[config.mk]
export PLATFORM = sky130hd
export DESIGN_NAME = three_button_press_and_chord_detector_top
export DESIGN_NICKNAME = d
export VERILOG_FILES = /design/src/hw/rtl/tbcd_pkg.sv /design/src/hw/rtl/three_button_press_and_chord_detector_top.sv
export SDC_FILE = /design/constraint.sdc
export NUM_CORES = 1
export LEC_CHECK = 0
export BUFFER_PORTS_ARGS = -buffer_cell sky130_fd_sc_hd__buf_2
export CORE_MARGIN = 2
export CORE_UTILIZATION = 59
export CTS_CLUSTER_SIZE = 12
export DETAILED_ROUTE_END_ITERATION = 8
export PLACE_DENSITY = 0.78
export SLEW_MARGIN = 20
export SYNTH_ARGS = -nofsm -noshare
export SYNTH_HDL_FRONTEND = slang
export SYNTH_SLANG_ARGS = --single-unit
[constraint.sdc]
create_clock -name clock -period 7.85 [get_ports clock]
set_input_delay 1.1775 -clock clock [delete_from_list [all_inputs] [get_ports clock]]
set_output_delay 1.1775 -clock clock [all_outputs]
set_load 0.005 [all_outputs]
[src/hw/rtl/tbcd_pkg.sv]
// ----------------------------------------------------------------------------
// tbcd_pkg
// Types and constants for the three-button press and chord detector.
// ----------------------------------------------------------------------------
package tbcd_pkg;

   // Event codes reported per button.
   typedef enum logic [2:0] {
      EV_NONE  = 3'd0,
      EV_SHORT = 3'd1,
      EV_LONG  = 3'd2,
      EV_C12   = 3'd3,
      EV_C23   = 3'd4,
      EV_ALL   = 3'd5
   } event_type;

   // Register select, taken from bit 2 of the byte address.
   localparam logic REG_DEBOUNCE   = 1'b0;
   localparam logic REG_LONG_PRESS = 1'b1;

   localparam int CSR_ADDR_W = 3;
   localparam int CSR_DATA_W = 32;
   localparam int DEBOUNCE_W = 10;
   localparam int LONG_W     = 16;

   localparam logic [DEBOUNCE_W-1:0] DEBOUNCE_RESET = 10'd50;
   localparam logic [LONG_W-1:0]     LONG_RESET     = 16'd1000;

   // One result item.
   typedef struct packed {
      event_type  ev_right;
      event_type  ev_center;
      event_type  ev_left;
      logic [2:0] held_mask;
   } result_type;

endpackage

[src/hw/rtl/three_button_press_and_chord_detector_top.sv]
// ----------------------------------------------------------------------------
// three_button_press_and_chord_detector_top
// Debounces three active-low buttons per tick item and reports short, long
// and chord press events, one result item per input item.
// ----------------------------------------------------------------------------
//
//   channel   direction   handshake           payload
//   req_      in          req_valid/stall     pin_right/center/left, ack_events
//   rsp_      out         rsp_valid/stall     event_right/center/left, held_mask
//   csr_      in          APB write/read      debounce_ticks, long_press_ticks
//
// An accepted item updates all button state in the same clock and its result
// is registered; one item per cycle while req_stall is low.
// A two-entry output stage (result register plus skid register) lets an item
// be accepted while the previous result waits; req_stall rises only when both
// are full. Reset clears all button state and loads the register defaults.
//
module three_button_press_and_chord_detector_top #(
   parameter int TIMER_BITS = 16
) (
   input  logic                                 clock,
   input  logic                                 reset,
   // Input channel
   input  logic                                 req_valid,
   output logic                                 req_stall,
   input  logic                                 req_pin_right,
   input  logic                                 req_pin_center,
   input  logic                                 req_pin_left,
   input  logic                                 req_ack_events,
   // Result channel
   output logic                                 rsp_valid,
   input  logic                                 rsp_stall,
   output logic [2:0]                           rsp_event_right,
   output logic [2:0]                           rsp_event_center,
   output logic [2:0]                           rsp_event_left,
   output logic [2:0]                           rsp_held_mask,
   // Configuration port
   input  logic                                 csr_psel,
   input  logic                                 csr_penable,
   input  logic                                 csr_pwrite,
   input  logic [tbcd_pkg::CSR_ADDR_W-1:0]      csr_paddr,
   input  logic [tbcd_pkg::CSR_DATA_W-1:0]      csr_pwdata,
   output logic [tbcd_pkg::CSR_DATA_W-1:0]      csr_prdata,
   output logic                                 csr_pready
);
   import tbcd_pkg::*;

   localparam int CMP_W = (TIMER_BITS > LONG_W) ? TIMER_BITS : LONG_W;
   localparam logic [TIMER_BITS-1:0] AGE_MAX = {TIMER_BITS{1'b1}};

   function automatic logic [TIMER_BITS-1:0] sat_inc(input logic [TIMER_BITS-1:0] v);
      logic [TIMER_BITS-1:0] r;
      r = (v == AGE_MAX) ? v : v + TIMER_BITS'(1);
      return r;
   endfunction

   // Configuration registers
   logic [DEBOUNCE_W-1:0] debounce_ff;
   logic [LONG_W-1:0]     long_press_ff;
   logic                  csr_write;

   // Button state
   logic [2:0]            last_raw_ff,  last_raw_in;
   logic [2:0]            held_ff,      held_in;
   logic [2:0]            long_done_ff, long_done_in;
   logic [2:0]            consumed_ff,  consumed_in;
   logic [2:0]            chord_ff,     chord_in;
   logic [TIMER_BITS-1:0] stable_age_ff [3];
   logic [TIMER_BITS-1:0] stable_age_in [3];
   logic [TIMER_BITS-1:0] hold_age_ff   [3];
   logic [TIMER_BITS-1:0] hold_age_in   [3];
   event_type             pending_ff    [3];
   event_type             pending_in    [3];

   // Output stage
   logic                  rsp_valid_ff, rsp_valid_in;
   logic                  skid_valid_ff, skid_valid_in;
   result_type            rsp_ff, rsp_in;
   result_type            skid_ff, skid_in;
   result_type            result;

   logic [2:0]            down;
   logic                  multi;
   logic                  accept;
   logic                  take;
   logic [2:0]            long_ok;

   assign csr_pready = 1'b1;
   assign csr_write  = csr_psel & csr_penable & csr_pwrite;
   assign csr_prdata = (csr_paddr[2] == REG_LONG_PRESS) ? CSR_DATA_W'(long_press_ff)
                                                        : CSR_DATA_W'(debounce_ff);

   always_ff @(posedge clock) begin
      if (reset) begin
         debounce_ff   <= DEBOUNCE_RESET;
         long_press_ff <= LONG_RESET;
      end else if (csr_write) begin
         if (csr_paddr[2] == REG_DEBOUNCE) begin
            debounce_ff <= csr_pwdata[DEBOUNCE_W-1:0];
         end else begin
            long_press_ff <= csr_pwdata[LONG_W-1:0];
         end
      end
   end

   assign accept    = req_valid & ~req_stall;
   assign take      = rsp_valid_ff & ~rsp_stall;
   assign req_stall = skid_valid_ff;

   assign down  = {~req_pin_left, ~req_pin_center, ~req_pin_right};
   assign multi = (down[0] & down[1]) | (down[0] & down[2]) | (down[1] & down[2]);

   // Per-button debounce, short and long press.
   always_comb begin
      for (int i = 0; i < 3; i++) begin
         pending_in[i]    = req_ack_events ? EV_NONE : pending_ff[i];
         consumed_in[i]   = req_ack_events | consumed_ff[i];
         hold_age_in[i]   = sat_inc(hold_age_ff[i]);
         last_raw_in[i]   = down[i];
         stable_age_in[i] = (down[i] != last_raw_ff[i]) ? '0 : sat_inc(stable_age_ff[i]);
         held_in[i]       = held_ff[i];
         long_done_in[i]  = long_done_ff[i];
         if (CMP_W'(stable_age_in[i]) >= CMP_W'(debounce_ff)) begin
            if (down[i] != held_ff[i]) begin
               if (down[i]) begin
                  hold_age_in[i]  = '0;
                  long_done_in[i] = 1'b0;
                  consumed_in[i]  = 1'b0;
               end else if (!long_done_ff[i] && !consumed_in[i]) begin
                  pending_in[i] = EV_SHORT;
               end
               held_in[i] = down[i];
            end
            if (held_in[i] && !long_done_in[i] && !multi &&
                CMP_W'(hold_age_in[i]) >= CMP_W'(long_press_ff)) begin
               long_done_in[i] = 1'b1;
               pending_in[i]   = EV_LONG;
               consumed_in[i]  = 1'b0;
            end
         end
         long_ok[i] = CMP_W'(hold_age_in[i]) >= CMP_W'(long_press_ff);
      end

      // Chords; the all-three chord overrides the pairs.
      chord_in = chord_ff;
      if (&held_in) begin
         if (!chord_ff[2] && (&long_ok)) begin
            for (int i = 0; i < 3; i++) begin
               pending_in[i] = EV_ALL;
            end
            chord_in[2] = 1'b1;
         end
         chord_in[0] = chord_in[2];
         chord_in[1] = chord_in[2];
      end else begin
         chord_in[2] = 1'b0;
         if (held_in[0] && held_in[1]) begin
            if (!chord_ff[0] && long_ok[0] && long_ok[1]) begin
               pending_in[0] = EV_C12;
               pending_in[1] = EV_C12;
               chord_in[0]   = 1'b1;
            end
         end else begin
            chord_in[0] = 1'b0;
         end
         if (held_in[1] && held_in[2]) begin
            if (!chord_ff[1] && long_ok[1] && long_ok[2]) begin
               pending_in[1] = EV_C23;
               pending_in[2] = EV_C23;
               chord_in[1]   = 1'b1;
            end
         end else begin
            chord_in[1] = 1'b0;
         end
      end

      result.ev_right  = pending_in[0];
      result.ev_center = pending_in[1];
      result.ev_left   = pending_in[2];
      result.held_mask = held_in;
   end

   always_ff @(posedge clock) begin
      if (reset) begin
         last_raw_ff  <= '0;
         held_ff      <= '0;
         long_done_ff <= '0;
         consumed_ff  <= '0;
         chord_ff     <= '0;
         for (int i = 0; i < 3; i++) begin
            stable_age_ff[i] <= '0;
            hold_age_ff[i]   <= '0;
            pending_ff[i]    <= EV_NONE;
         end
      end else if (accept) begin
         last_raw_ff  <= last_raw_in;
         held_ff      <= held_in;
         long_done_ff <= long_done_in;
         consumed_ff  <= consumed_in;
         chord_ff     <= chord_in;
         for (int i = 0; i < 3; i++) begin
            stable_age_ff[i] <= stable_age_in[i];
            hold_age_ff[i]   <= hold_age_in[i];
            pending_ff[i]    <= pending_in[i];
         end
      end
   end

   // Output register with skid register behind it.
   always_comb begin
      rsp_valid_in  = rsp_valid_ff;
      skid_valid_in = skid_valid_ff;
      rsp_in        = rsp_ff;
      skid_in       = skid_ff;
      if (skid_valid_ff) begin
         if (take) begin
            rsp_in        = skid_ff;
            skid_valid_in = 1'b0;
         end
      end else if (accept) begin
         if (!rsp_valid_ff || take) begin
            rsp_in       = result;
            rsp_valid_in = 1'b1;
         end else begin
            skid_in       = result;
            skid_valid_in = 1'b1;
         end
      end else if (take) begin
         rsp_valid_in = 1'b0;
      end
   end

   always_ff @(posedge clock) begin
      if (reset) begin
         rsp_valid_ff  <= 1'b0;
         skid_valid_ff <= 1'b0;
      end else begin
         rsp_valid_ff  <= rsp_valid_in;
         skid_valid_ff <= skid_valid_in;
      end
      rsp_ff  <= rsp_in;
      skid_ff <= skid_in;
   end

   assign rsp_valid        = rsp_valid_ff;
   assign rsp_event_right  = rsp_ff.ev_right;
   assign rsp_event_center = rsp_ff.ev_center;
   assign rsp_event_left   = rsp_ff.ev_left;
   assign rsp_held_mask    = rsp_ff.held_mask;

   // The skid register only fills behind a waiting result.
   a_skid_behind_rsp: assert property (@(posedge clock) disable iff (reset)
      skid_valid_ff |-> rsp_valid_ff)
      else $error("skid register holds an item while the result register is empty");

   a_all_chord_held: assert property (@(posedge clock) disable iff (reset)
      chord_ff[2] |-> (&held_ff))
      else $error("all-three chord flag set without all buttons held");

   a_pair_chord_held: assert property (@(posedge clock) disable iff (reset)
      chord_ff[0] |-> (held_ff[0] && held_ff[1]))
      else $error("chord12 flag set without both buttons held");

endmodule
# Word-level counts from Yosys, hierarchy flattened
# Memory sizes are Yosys's and may differ from the RTL's.
# Index checks and enable logic that the tools add are counted.
totals:
  regBits: 67
  mem_bits_rw: 105
  inputBits: 46
  output_inout_bits: 47
  word_cells: 242
  n_memories: 3
classes:
  add_sub_neg: 6
  n_lt_le_gt_ge: 9
  n_eq_ne: 16
  n_mux: 110
  bitwise_logic: 28
  n_reduce_logical: 49
memory_table:
  columns: ["name", "words", "width", "rd", "rd_clocked_by_memory_dff", "wr", "line", "source"]
  rows:
  - ["hold_age_ff", 3, 16, 3, 0, 3, "three_button_press_and_chord_detector_top.sv:70", "logic [TIMER_BITS-1:0] hold_age_ff [3];"]
  - ["stable_age_ff", 3, 16, 3, 0, 3, "three_button_press_and_chord_detector_top.sv:68", "logic [TIMER_BITS-1:0] stable_age_ff [3];"]
  - ["pending_ff", 3, 3, 3, 0, 3, "three_button_press_and_chord_detector_top.sv:72", "event_type pending_ff [3];"]
op_table:
  columns: ["op", "n"]
  rows:
  - ["$mux W16", 28]
  - ["$add A16 B1 Y16 const B", 6]
  - ["$eq A16 B16 Y1 const B", 6]
  - ["$ge A16 B16 Y1", 6]
  - ["$mux W3", 22]
  - ["$mux W1", 50]
  - ["$ge A16 B10 Y1", 3]
  - ["$mux W12", 4]
  - ["$mux W6", 4]
  - ["$logic_and A1 B1 Y1", 19]
  - ["$mux W9", 2]
  - ["$reduce_and A3 Y1", 5]
  - ["$logic_not A1 Y1", 14]
  - ["$or A1 B1 Y1", 14]
  - ["$reduce_and A2 Y1", 7]
  - ["$and A1 B1 Y1", 7]
  - ["$not A1 Y1", 7]
  - ["$ne A1 B1 Y1", 6]
  - ["$ne A3 B2 Y1 const B", 2]
  - ["$reduce_bool A2 Y1", 3]
  - ["$ne A2 B1 Y1 const B", 2]
  - ["$logic_or A1 B1 Y1", 1]

# Longest topological paths before layout
# An unclocked memory read counts as a cell.
logic_depth:
  ltp_word: 20
  mapped_depth: 28

# Least setup slack after synthesis
# OpenSTA, ideal clock, no wires.
synth_path:
  path_type: "in2reg"
  startpoint: "in req_pin_right"
  endpoint: "reg rsp_ff, in the netlist rsp_event_right[2], data pin"
  arrival_ns: 6.095
  setup_slack_ns: 1.494
  stages: 22
  n_path_buf: 3
  cell_sequence: "clkbuf_1 -> xnor2_1 -> clkbuf_1 -> nor2_1 -> ha_1 -> o21a_1 -> o211ai_1 -> a21oi_1 -> o21a_1 -> a21oi_1 -> nor3_1 -> clkbuf_1 -> nor2_1 -> ha_1 -> nand4_1 -> a211oi_1 -> a2111oi_0 -> o21a_1 -> or3_1 -> or4_4 -> a41o_1 -> mux2_4"
synth_lines:
  columns: ["element", "line", "source"]
  rows:
  - ["start, declared", "three_button_press_and_chord_detector_top.sv:26", "input logic req_pin_right,"]
  - ["end signal, assigned", "three_button_press_and_chord_detector_top.sv:241", "rsp_ff <= rsp_in;"]
  - ["end, declared", "three_button_press_and_chord_detector_top.sv:78", "result_type rsp_ff, rsp_in;"]

==> run summary <==
Cell count after synthesis: 1401
N_diodes: 0
P per Cell Area: 185 nW/um^2
Layout cells sized above 1: 9.04%
Worst r2r src: stable_age_ff[0][35]
Starting DRT DRC Count: 1007
Clock Tree Buf Depth: 2
H-tree levels: 4
DRT Pass-1 Iters: 6
# setup viols final: 0
Reg2Reg Depth: 24
Core Rows: 53
Die Wd: 149 um
Reg clk slew, reported paths: 0.07 ns
Hold path start: long_press_ff[15]
Die height: 149 um
Starting density of the core: 59.7%
Final setup margin: 0.839 ns
Sequential share of the synthesized area: 38.1%
DP HPWL: 22200 um
Worst setup startpoint: stable_age_ff[0][35]
Relative slew slack: 30.3%
Vias: 10470
Initial antenna violation count: 0
CTS tree: done
R2r endpoint: rsp_event_left[0]
Multi-input logic area: 7250 sq um
Largest net degree at the start of global routing: 69
CP Capture Type: register
Final wirelength: 30400 um
Maximum vdd drop: 140 uV
Synth Area per Inst: 8.87 sq um
Worst reg-to-reg setup slack: 0.84 ns
Layout fillers: 1693
Slew @ Worst Pin: 1.04 ns
Hold Buf Count CTS: 0
Max-slew violation count: 0
Unrepaired setup endpoints after global routing: no
F_max: 0.143 GHz
Status: completed
Leading cell type in the layout, fill and taps excluded: nor2_1
Gr ovfl total: 0
Critical path fanouts, max: 18
Area grow syn2layout: 9.02%
Final hold viol count: 0
Die area: 22200 sq um
#FFs+latches synth: 172
Post-CTS resize count: 0
Final Util: 65.1%
Synth unique cells: 69
Critical path type: reg2reg
Async SR Flop Fraction: 0%
Clk sinks: 172
CP Data Required Time: 8.16 ns
Core area: 20800 sq um
Residual DRC count: 0
Hold Path Sink: long_press_ff[15]
Routed WL per cell: 17.5 um
Clk_lat worst skew: 0.44 ns
Synth Cell Area: 12400 sq um
Drt via density: 6.03
Buffers on Ports: 57
Tmin final: 7.01 ns
Arrival time worst endpoint: 7.32 ns
Top_reg_cell synth: edfxtp_1
Worst slack, placed: 0.961 ns
Commonest non-fill, non-tap cells in the layout: nor2_1 (256), ha_1 (138), nand2_1 (130), edfxtp_1 (129), a21oi_1 (71)
Global-route wire length before repair: 49300 um
Routed Antenna Nets: 0
Max cap viols: 0
Register area: 4730 sq um
Routability cong.: 0.903
Hold depth: 2
Layout net count: 1631
Clock root buffer: clkbuf_16
Worst hold-check path type: reg2reg
Yosys warns: 0
Leak: 5.70 nW
Vias in the first global route: 9912
Clock skew: 0.0101 ns
Startpoint class of the critical path: register
Total GRT Usage: 27.9%
Num CTS Buffers: 17
EDFF count, synth: 129
Final period util: 89.3%
Post-CTS setup buffer count: 0
Setup TNS: 0 ns
Io pins: 93
critical path, stage by stage (launching register included):
cell      delay, ns
edfxtp_1       0.45
nand4_2        0.20
or2_2          0.37
or4_1          0.63
and2_1         0.29
nand3_1        0.12
xor2_1         0.21
nor2_1         0.09
ha_1           0.35
nand4_1        0.11
nor3_1         0.27
a211oi_1       0.15
a31oi_4        0.37
and2_1         0.62
nor2_1         0.13
ha_1           0.32
a21o_1         0.16
a21o_1         0.17
a21oi_1        0.18
o21ai_0        0.17
a21oi_1        0.29
or3_1          0.24
nor4_4         0.06
o41ai_1        0.65
mux2_2         0.28
per-stage QoR:
step	hold WS [ns]	std cells	power (mW)	cell area [sq um]
4_1_cts	0.456	1735	2.52	13500
2_1_floorplan	0.432	1416	1.49	12500
3_5_place_dp	0.447	1703	1.63	12900
6_report	0.456	1735	2.51	13500
3_3_place_gp	0.442	1703	1.61	12900
5_1_grt	0.468	1735	2.62	13500
final cells by class:
class	instances	area share, %
multi-input cells	1126	53.5
well taps	275	2.54
flip-flops and latches	172	35.0
inverters	60	1.70
clock buffers	17	3.14
repair buffers	70	2.83
clock inverters	15	1.33
registers in the layout, summed over array words and instances, names as in the netlist:
register and count:
rsp_valid 1, long_press_ff 16, long_done_ff 3, consumed_ff 3, rsp_event_left 3, hold_age_ff 48, rsp_held_mask 3, stable_age_ff 48
chord_ff 3, pending_ff 9, rsp_event_center 3, last_raw_ff 3, skid_ff 12, req_stall 1, debounce_ff 10, held_ff 3
rsp_event_right 3
synth_stat cells (7+ instances only):
cell type,instances,share of area [%]
buf_4,17,1.0
nand4_1,38,1.9
xor2_1,42,3.0
nand2_1,130,3.9
and2_1,10,0.50
dfxtp_1,43,6.9
a211oi_1,18,1.1
nor3_1,49,2.0
or3_1,8,0.40
xnor2_1,29,2.0
ha_1,138,14
clkbuf_1,37,1.1
a21o_1,35,2.1
mux2i_1,21,1.7
nand2b_1,21,1.1
a21oi_1,72,2.9
nand3_1,45,1.8
o21ai_0,57,2.3
and3_1,10,0.50
nor2b_1,7,0.35
inv_1,58,1.8
o211ai_1,15,0.91
nor2_1,256,7.7
edfxtp_1,129,31
nor4_1,20,1.0
worst max-delay path by stage:
stage / cells after the start / endpoint / slack (ns)
CTS: 25 / rsp_event_left[0] / 0.93
global route: 24 / rsp_event_left[1] / 0.40
floorplan: 22 / rsp_event_right[2] / 1.49
detailed placement: 21 / rsp_event_left[0] / 0.96
global placement: 22 / rsp_event_left[0] / 1.01
finish: 24 / rsp_event_left[0] / 0.84
layer usage:
metal	track usage (%)	share of wire (%)	up-vias
met5	0	0	-
met4	9.86	2.8	0
met3	5.26	6.6	73
met2	45.8	46	353
met1	37.0	44	4902
li1	-	-	5142
report_power, final:
group / switching, mW / total, mW / internal (mW) / leakage [nW]
logic: 0.329 / 0.526 / 0.197 / 3.67
registers: 0.0540 / 1.10 / 1.05 / 1.74
clock network: 0.403 / 0.885 / 0.482 / 0.292
cells by family (layout without fill, tap and decap cells):
kind of cell | after synthesis | in the layout | share of synthesized area (%)
compound gates | 251 | 251 | 13.2
xor+xnor | 71 | 71 | 5.00
fa+ha+maj | 138 | 138 | 13.9
buf+inv | 118 | 162 | 4.13
flops | 172 | 172 | 38.1
mux | 29 | 29 | 2.54
other cells | 2 | 17 | 0.0604
simple gates | 620 | 620 | 23.1
(Power assumes the default switching activity.)
